`config.mk`:
```
export PLATFORM = sky130hd
export DESIGN_NAME = positional_list_engine
export DESIGN_NICKNAME = d
export VERILOG_FILES = /design/src/ple_pkg.sv /design/src/positional_list_engine.sv /design/src/ple_cell.sv
export SDC_FILE = /design/constraint.sdc
export NUM_CORES = 1
export LEC_CHECK = 0
export ABC_AREA = 1
export ABC_CLOCK_PERIOD_IN_PS = 4800
export BUFFER_PORTS_ARGS = -buffer_cell sky130_fd_sc_hd__buf_2
export CAP_MARGIN = 10
export CELL_PAD_IN_SITES_DETAIL_PLACEMENT = 1
export CELL_PAD_IN_SITES_GLOBAL_PLACEMENT = 2
export CORE_MARGIN = 3
export CORE_UTILIZATION = 35
export CTS_BUF_LIST = sky130_fd_sc_hd__clkbuf_4 sky130_fd_sc_hd__clkbuf_8 sky130_fd_sc_hd__clkbuf_16
export DETAILED_ROUTE_END_ITERATION = 10
export GPL_ROUTABILITY_DRIVEN = 1
export MAX_ROUTING_LAYER = met4
export PLACE_DENSITY = 0.81
export SLEW_MARGIN = 15
export SYNTH_ARGS = -nofsm -noshare
export SYNTH_HDL_FRONTEND = slang
export SYNTH_SLANG_ARGS = --single-unit
```
`constraint.sdc`:
```
create_clock -name clk -period 4.8 [get_ports clk]
set_input_delay 1.2 -clock clk [delete_from_list [all_inputs] [get_ports clk]]
set_output_delay 1.2 -clock clk [all_outputs]
set_load 0.03 [all_outputs]
```
`src/ple_pkg.sv`:
```
// Shared types and constants for the positional list engine.
package ple_pkg;

	localparam int VALUE_W = 32;
	localparam int POS_W = 4;
	localparam int COUNT_W = 5;

	typedef enum logic [2:0] {
		CMD_PUSH_BACK   = 3'd0,
		CMD_PUSH_FRONT  = 3'd1,
		CMD_POP_BACK    = 3'd2,
		CMD_POP_FRONT   = 3'd3,
		CMD_INSERT      = 3'd4,
		CMD_ERASE       = 3'd5,
		CMD_ERASE_RANGE = 3'd6,
		CMD_READ        = 3'd7
	} cmd_t;

	typedef enum logic [1:0] {
		ST_OK     = 2'd0,
		ST_FULL   = 2'd1,
		ST_EMPTY  = 2'd2,
		ST_BADPOS = 2'd3
	} status_t;

	// What one cell does in a cycle: keep its word, take the new value,
	// take the word of the cell below it, or take the word of the cell above it.
	typedef enum logic [1:0] {
		CELL_HOLD      = 2'd0,
		CELL_LOAD      = 2'd1,
		CELL_FROM_LOW  = 2'd2,
		CELL_FROM_HIGH = 2'd3
	} cell_op_t;

endpackage

```
`src/positional_list_engine.sv`:
```
// Top level of the positional list engine: command decode, count and the row of cells.
//
// A command beat is taken at a rising edge where start is high and busy is low.
// Every command yields exactly one result, shown for one cycle with done high:
// read_value, element_count, free_slots, is_empty and status.
// Push, pop, insert, erase and read report directly: done is high in the
// cycle after the command beat, and busy stays low, so one command can be
// taken every cycle. Insert and erase shift the list at the position
// by one place at once. An erase of the range lo..hi shifts the cells at lo
// and above down one place per cycle, hi - lo + 1 shifts in all, the first
// as the beat is taken; busy is high for the rest, and done follows the last.
// A failed command changes nothing and reports its status in the next cycle.
// Reset empties the list at once; stored words are not cleared, since only
// words below the count are ever read.
// The receiver cannot stall: each result is valid only while done is high.
module positional_list_engine #(
	parameter int CAPACITY = 16,
	parameter int DATA_WIDTH = 32
) (
	input  logic                                 clk,
	input  logic                                 arst_n,
	input  logic                                 start,
	output logic                                 busy,
	input  logic [2:0]                           command,
	input  logic [ple_pkg::POS_W-1:0]            position,
	input  logic [ple_pkg::POS_W-1:0]            end_position,
	input  logic signed [ple_pkg::VALUE_W-1:0]   value,
	output logic                                 done,
	output logic signed [ple_pkg::VALUE_W-1:0]   read_value,
	output logic [ple_pkg::COUNT_W-1:0]          element_count,
	output logic [ple_pkg::COUNT_W-1:0]          free_slots,
	output logic                                 is_empty,
	output logic [1:0]                           status
);

	localparam int CNT_W = $clog2(CAPACITY + 1);
	localparam int IDX_W = $clog2(CAPACITY);
	localparam int CMP_W = (CNT_W > ple_pkg::POS_W) ? CNT_W : ple_pkg::POS_W;

	typedef enum logic {
		S_IDLE,
		S_RANGE
	} state_t;

	state_t                          state_q;
	logic [CNT_W-1:0]                count_q;
	logic [CMP_W-1:0]                lo_q;
	logic [ple_pkg::POS_W-1:0]       remain_q;
	logic                            done_q;
	logic [ple_pkg::VALUE_W-1:0]     read_value_q;
	ple_pkg::status_t                status_q;

	logic [DATA_WIDTH-1:0]           cell_data [CAPACITY];
	ple_pkg::cell_op_t               cell_op   [CAPACITY];
	logic [DATA_WIDTH-1:0]           load_data;
	logic [63:0]                     value_wide;
	logic [63:0]                     read_wide;

	logic                            accept;
	ple_pkg::cmd_t                   cmd;
	logic [CMP_W-1:0]                count_x;
	logic [CMP_W-1:0]                pos_x;
	logic [CMP_W-1:0]                end_x;
	logic                            is_full;

	ple_pkg::status_t                status_c;
	logic [CNT_W-1:0]                count_c;
	logic [ple_pkg::VALUE_W-1:0]     read_c;
	logic                            range_go;
	logic                            do_load;
	logic                            do_up;
	logic                            do_down;
	logic [CMP_W-1:0]                load_idx;
	logic [CMP_W-1:0]                down_idx;

	assign accept  = start && (state_q == S_IDLE);
	assign cmd     = ple_pkg::cmd_t'(command);
	assign count_x = CMP_W'(count_q);
	assign pos_x   = CMP_W'(position);
	assign end_x   = CMP_W'(end_position);
	assign is_full = (count_q >= CNT_W'(CAPACITY));

	assign value_wide = 64'($unsigned(value));
	assign load_data  = value_wide[DATA_WIDTH-1:0];
	assign read_wide  = 64'($signed(cell_data[IDX_W'(position)]));

	always_comb begin
		status_c = ple_pkg::ST_OK;
		count_c  = count_q;
		read_c   = '0;
		range_go = 1'b0;
		do_load  = 1'b0;
		do_up    = 1'b0;
		do_down  = 1'b0;
		load_idx = '0;
		down_idx = '0;
		if (state_q == S_RANGE) begin
			do_down  = 1'b1;
			down_idx = lo_q;
			count_c  = count_q - CNT_W'(1);
		end else if (accept) begin
			case (cmd)
				ple_pkg::CMD_PUSH_BACK, ple_pkg::CMD_PUSH_FRONT: begin
					if (is_full) begin
						status_c = ple_pkg::ST_FULL;
					end else begin
						do_load  = 1'b1;
						do_up    = (cmd == ple_pkg::CMD_PUSH_FRONT);
						load_idx = (cmd == ple_pkg::CMD_PUSH_BACK) ? count_x : '0;
						count_c  = count_q + CNT_W'(1);
					end
				end
				ple_pkg::CMD_POP_BACK, ple_pkg::CMD_POP_FRONT: begin
					if (count_q == '0) begin
						status_c = ple_pkg::ST_EMPTY;
					end else begin
						do_down  = (cmd == ple_pkg::CMD_POP_FRONT);
						count_c  = count_q - CNT_W'(1);
					end
				end
				ple_pkg::CMD_INSERT: begin
					if (count_q == '0) begin
						status_c = ple_pkg::ST_EMPTY;
					end else if (pos_x >= count_x) begin
						status_c = ple_pkg::ST_BADPOS;
					end else if (is_full) begin
						status_c = ple_pkg::ST_FULL;
					end else begin
						do_load  = 1'b1;
						do_up    = 1'b1;
						load_idx = pos_x;
						count_c  = count_q + CNT_W'(1);
					end
				end
				ple_pkg::CMD_ERASE: begin
					if (pos_x >= count_x) begin
						status_c = ple_pkg::ST_BADPOS;
					end else begin
						do_down  = 1'b1;
						down_idx = pos_x;
						count_c  = count_q - CNT_W'(1);
					end
				end
				ple_pkg::CMD_ERASE_RANGE: begin
					if (pos_x >= end_x || end_x >= count_x) begin
						status_c = ple_pkg::ST_BADPOS;
					end else begin
						// First of hi - lo + 1 single-place shifts happens now.
						do_down  = 1'b1;
						down_idx = pos_x;
						count_c  = count_q - CNT_W'(1);
						range_go = 1'b1;
					end
				end
				default: begin
					if (pos_x >= count_x) begin
						status_c = ple_pkg::ST_BADPOS;
					end else begin
						read_c = read_wide[ple_pkg::VALUE_W-1:0];
					end
				end
			endcase
		end
	end

	always_comb begin
		for (int i = 0; i < CAPACITY; i++) begin
			if (do_load && CMP_W'(i) == load_idx) begin
				cell_op[i] = ple_pkg::CELL_LOAD;
			end else if (do_up && CMP_W'(i) > load_idx) begin
				cell_op[i] = ple_pkg::CELL_FROM_LOW;
			end else if (do_down && CMP_W'(i) >= down_idx) begin
				cell_op[i] = ple_pkg::CELL_FROM_HIGH;
			end else begin
				cell_op[i] = ple_pkg::CELL_HOLD;
			end
		end
	end

	for (genvar g = 0; g < CAPACITY; g++) begin : g_cell
		logic [DATA_WIDTH-1:0] lower;
		logic [DATA_WIDTH-1:0] upper;
		if (g == 0) begin : g_first
			assign lower = '0;
		end else begin : g_inner_low
			assign lower = cell_data[g-1];
		end
		if (g == CAPACITY - 1) begin : g_last
			assign upper = cell_data[g];
		end else begin : g_inner_high
			assign upper = cell_data[g+1];
		end
		ple_cell #(
			.DATA_WIDTH(DATA_WIDTH)
		) u_cell (
			.clk        (clk),
			.op         (cell_op[g]),
			.load_data  (load_data),
			.lower_data (lower),
			.upper_data (upper),
			.data       (cell_data[g])
		);
	end

	always_ff @(posedge clk or negedge arst_n) begin
		if (!arst_n) begin
			state_q      <= S_IDLE;
			count_q      <= '0;
			lo_q         <= '0;
			remain_q     <= '0;
			done_q       <= 1'b0;
			read_value_q <= '0;
			status_q     <= ple_pkg::ST_OK;
		end else begin
			count_q <= count_c;
			done_q  <= 1'b0;
			case (state_q)
				S_IDLE: begin
					if (accept) begin
						if (range_go) begin
							state_q  <= S_RANGE;
							lo_q     <= pos_x;
							remain_q <= end_position - position;
						end else begin
							done_q       <= 1'b1;
							read_value_q <= read_c;
							status_q     <= status_c;
						end
					end
				end
				S_RANGE: begin
					remain_q <= remain_q - ple_pkg::POS_W'(1);
					if (remain_q == ple_pkg::POS_W'(1)) begin
						state_q      <= S_IDLE;
						done_q       <= 1'b1;
						read_value_q <= '0;
						status_q     <= ple_pkg::ST_OK;
					end
				end
				default: begin
					state_q <= S_IDLE;
				end
			endcase
		end
	end

	assign busy          = (state_q == S_RANGE);
	assign done          = done_q;
	assign read_value    = read_value_q;
	assign status        = status_q;
	assign element_count = ple_pkg::COUNT_W'(count_q);
	assign free_slots    = ple_pkg::COUNT_W'(CNT_W'(CAPACITY) - count_q);
	assign is_empty      = (count_q == '0);

endmodule

```
`src/ple_cell.sv`:
```
// One storage cell of the list: a word register fed by the new value or by its two neighbors.
module ple_cell #(
	parameter int DATA_WIDTH = 32
) (
	input  logic                  clk,
	input  ple_pkg::cell_op_t     op,
	input  logic [DATA_WIDTH-1:0] load_data,
	input  logic [DATA_WIDTH-1:0] lower_data,
	input  logic [DATA_WIDTH-1:0] upper_data,
	output logic [DATA_WIDTH-1:0] data
);

	logic [DATA_WIDTH-1:0] data_q;

	always_ff @(posedge clk) begin
		case (op)
			ple_pkg::CELL_LOAD:      data_q <= load_data;
			ple_pkg::CELL_FROM_LOW:  data_q <= lower_data;
			ple_pkg::CELL_FROM_HIGH: data_q <= upper_data;
			default:                 data_q <= data_q;
		endcase
	end

	assign data = data_q;

endmodule

```
==> flow_metrics.env <==
export IMPL_grt_overflow_total=0
export IMPL_setup_tns_ns=0
export IMPL_syn_nets=4164
export IMPL_post_route_min_period_ns=4.17
export IMPL_synth_edf_count=512
export IMPL_fin_hold_ws_ns=0.493
export IMPL_crit_arrival_ns=4.55
export IMPL_drt_iter0_markers=3161
export IMPL_grt_first_pass_wirelength_mm=215
export IMPL_cts_resized=0
export IMPL_rsz0062_at_grt="false"
export IMPL_fill_cells=11200
export IMPL_die_h_um=316
export IMPL_cts_buffers=71
export IMPL_netlist_instances=4097
export IMPL_start_util_pct=35.6
export IMPL_hold_path_class="reg -> reg"
export IMPL_die_area_um2=99600
export IMPL_synth_top_family_by_area="simple AND/OR/NAND/NOR gates"
export IMPL_synth_top_cell_area_share_pct=45.8
export IMPL_status="complete, no violations"
export IMPL_power_density_nw_per_um2=761
export IMPL_synthAdderAreaFrac_pct=0.806
export IMPL_first_global_vias=33400
export IMPL_cp_max_fo=36
export IMPL_use_met3_pct=2.63
export IMPL_path_clk_slew_ns=0.06
export IMPL_finalPower_mw=28.8
export IMPL_ant_nets=0
export IMPL_track_usage_pct=28.9
export IMPL_synth_compound_area_share_pct=8.92
export IMPL_fmax_mhz=240
export IMPL_path_class="reg -> reg"
export IMPL_clkSinkCount=561
export IMPL_wl_per_cell_um=26.8
export IMPL_die_w_um=316
export IMPL_setup_violations=0
export IMPL_synth_cell_area_um2=33500
export IMPL_synth_ff_latch_count=561
export IMPL_rows=112
export IMPL_ctsRootBufferMaster="clkbuf_16"
export IMPL_grt_busiest_layer="met2"
export IMPL_critPathCaptureType="flop"
export IMPL_io_pins=93
export IMPL_hpwl_mm=94.1
export IMPL_slew_headroom_pct=33.3
export IMPL_placed_cells=5201
export IMPL_vias_per_cell=6.14
export IMPL_synth_mux_area_fraction_pct=0.940
export IMPL_drive_gt1_share_pct=11.3
export IMPL_port_buffers=92
export IMPL_synth_warnings=0
export IMPL_grt_antenna_before_repair=2
export IMPL_cts_htree_levels=3
export IMPL_syn_to_final_growth_pct=12.8
export IMPL_synthArstFlopShare_pct=8.73
export IMPL_required_ns=5.17
export IMPL_timing_clock_skew_ns=0.0343
export IMPL_clk_latency_ns=0.63
export IMPL_via_count=32700
export IMPL_cts_setup_buffers=0
export IMPL_drt_total_wl_mm=143
export IMPL_max_slew_worst_pin_slew_ns=1.00
export IMPL_report_final_hold_viol_count=0
export IMPL_synthDistinctLibCells=44
export IMPL_ys_flop_type="edfxtp_1"
export IMPL_period_share_pct=87.0
export IMPL_first_pass_iters=5
export IMPL_ir_worst_vdd_mv=0.404
export IMPL_core_region_area_um2=94200
export IMPL_fin_nets=4087
export IMPL_drv_cap=0
export IMPL_drv_slew=0
export IMPL_cts_tree="yes"
export IMPL_grt_max_degree=142
export IMPL_place_congestion=0.863
export IMPL_synth_area_top_cells="edfxtp_1 (46%), nand3_1 (15%), nand2_1 (14%), a21oi_1 (3.9%), dfrtp_1 (3.7%)"
export IMPL_synth_xor_area_share_pct=0.235
export IMPL_p_leak_nw=14.8
export IMPL_synth_seq_area_share_pct=49.5
export IMPL_met2_usage_pct=47.7
export IMPL_syn_area_per_cell_um2=8.19
export IMPL_start_kind="flop"
export IMPL_stdcell_count=5330
export IMPL_yosys_area_top_type="edfxtp_1"
export IMPL_synth_simple_gate_area_share_pct=34.0
export IMPL_drc=0
export IMPL_grt_util_met1_pct=36.3
export IMPL_ctsHoldBuffers=0
export IMPL_clockBufferDepth=3
## flip-flops by register name (all words and copies together) (netlist names)
signal / flops
element_count: 5
g_cell.u_cell.data: 512
remain_q: 4
status: 2
lo_q: 4
busy: 1
done: 1
read_value: 32
## worst max-delay path, stage by stage, from the launching register on
cell and delay, ns:
dfrtp_1 0.61, inv_1 0.17, ha_1 0.26, nand2_1 0.08, nor2_1 0.06, ha_1 0.26
nor2_1 0.45, nand3_1 0.16, nand2_2 0.17, nand2_4 0.11, inv_2 0.15, nand3_1 0.15
o21ai_0 0.40, inv_1 0.13, ha_2 0.21, buf_12 0.17, mux2_2 0.31
## through the flow
step / util (%) / instance area, um^2 / setup slack [ns]
floorplan: - / 33700 / -0.0531
global placement: 37.6 / 35400 / 0.426
detailed placement: 37.6 / 35400 / 0.407
CTS: 40.2 / 37800 / 0.640
global route: 40.2 / 37800 / 0.418
finish: 40.2 / 37800 / 0.626
## layer usage
layer	up-vias	part of all wire, %
met1	16800	41
met3	292	5.5
met2	1257	49
li1	14400	-
met4	0	5.0
met5	-	0
## logic make-up (layout without fill, tap and decap cells)
group           after synthesis  after routing
simple gates               2555           2555
flops                       561            561
compound gates              476            476
buf+inv                     447            424
mux                          28             28
fa+ha+maj                    21             21
xor+xnor                      9              9
other cells                   0              2
## Yosys cell counts (5+ instances only)
library cell  instances
nand2_1            1295
nand3_1            1033
edfxtp_1            512
a21oi_1             261
clkbuf_1            229
nand4_1             103
buf_2                86
nor2_1               59
a22oi_1              57
inv_1                51
dfrtp_1              49
o211ai_1             44
a32o_1               36
buf_1                33
mux2_2               28
nand3b_1             28
o21ai_0              28
o311ai_0             28
inv_2                25
ha_1                 20
buf_4                19
nand2_2              11
nor2_2                7
xor2_1                6
a21oi_2               5
## placed cells by master, fill, tap and decap left out, types with 4 or more instances in the layout
cell and n:
xor2_1 6, nand2_4 7, inv_1 49, a21oi_2 4, buf_4 108, bufinv_16 6
nand3b_1 28, buf_2 89, clkbuf_8 5, clkbuf_16 77, clkinv_1 9, nand4_1 103
clkinv_2 11, nand3_2 12, nand2_2 14, clkbuf_4 18, nor2_2 7, o311ai_1 6
o211ai_1 44, buf_12 20, nor3_1 4, edfxtp_1 512, o21a_1 4, a32o_1 36
nand2_1 1289, nor2_1 56, mux2_2 28, nand3_1 1024, nor2_4 7, o21ai_0 26
inv_2 25, dfrtp_1 49, a22oi_1 57, o311ai_0 22, ha_1 19, o21ai_4 4
a21oi_1 260
## report_power, final
part | leakage [nW] | switching (mW) | internal (mW)
Clock | 1.21 | 2.30 | 3.42
Combinational | 8.07 | 8.07 | 3.35
Sequential | 5.49 | 2.29 | 9.34
## worst paths after layout
| check | slack [ns] | depth (start not counted) | from | endpoint |
|---|---|---|---|---|
| worst min-delay path | 0.49 | 1 | read_value[15]$_DFFE_PN0P_ | read_value[15]$_DFFE_PN0P_ |
| worst max-delay path | 0.63 | 16 | element_count[0]$_DFFE_PN0P_ | g_cell[15].u_cell.data[6]$_DFFE_PP_ |
| worst max register to register | 0.63 | 16 | element_count[0]$_DFFE_PN0P_ | g_cell[15].u_cell.data[6]$_DFFE_PP_ |
| worst min register to register | 0.49 | 1 | read_value[15]$_DFFE_PN0P_ | read_value[15]$_DFFE_PN0P_ |
| max in group asynchronous | 3.56 | 2 | arst_n | read_value[31]$_DFFE_PN0P_ |
| min in group asynchronous | 0.70 | 2 | arst_n | element_count[1]$_DFFE_PN0P_ |
## cell type report
type	count	area, um^2	area share, %
tap	1254	1570	4.15
inverter	79	312	0.824
antenna	2	5.00	0.0132
timing repair buffer	218	1670	4.42
clock inverter	27	295	0.781
clock buffer	100	2130	5.63
sequential	561	16600	43.9
multi-input combinational	3089	15200	40.3
No activity file was read; power rests on OpenSTA's default activity.
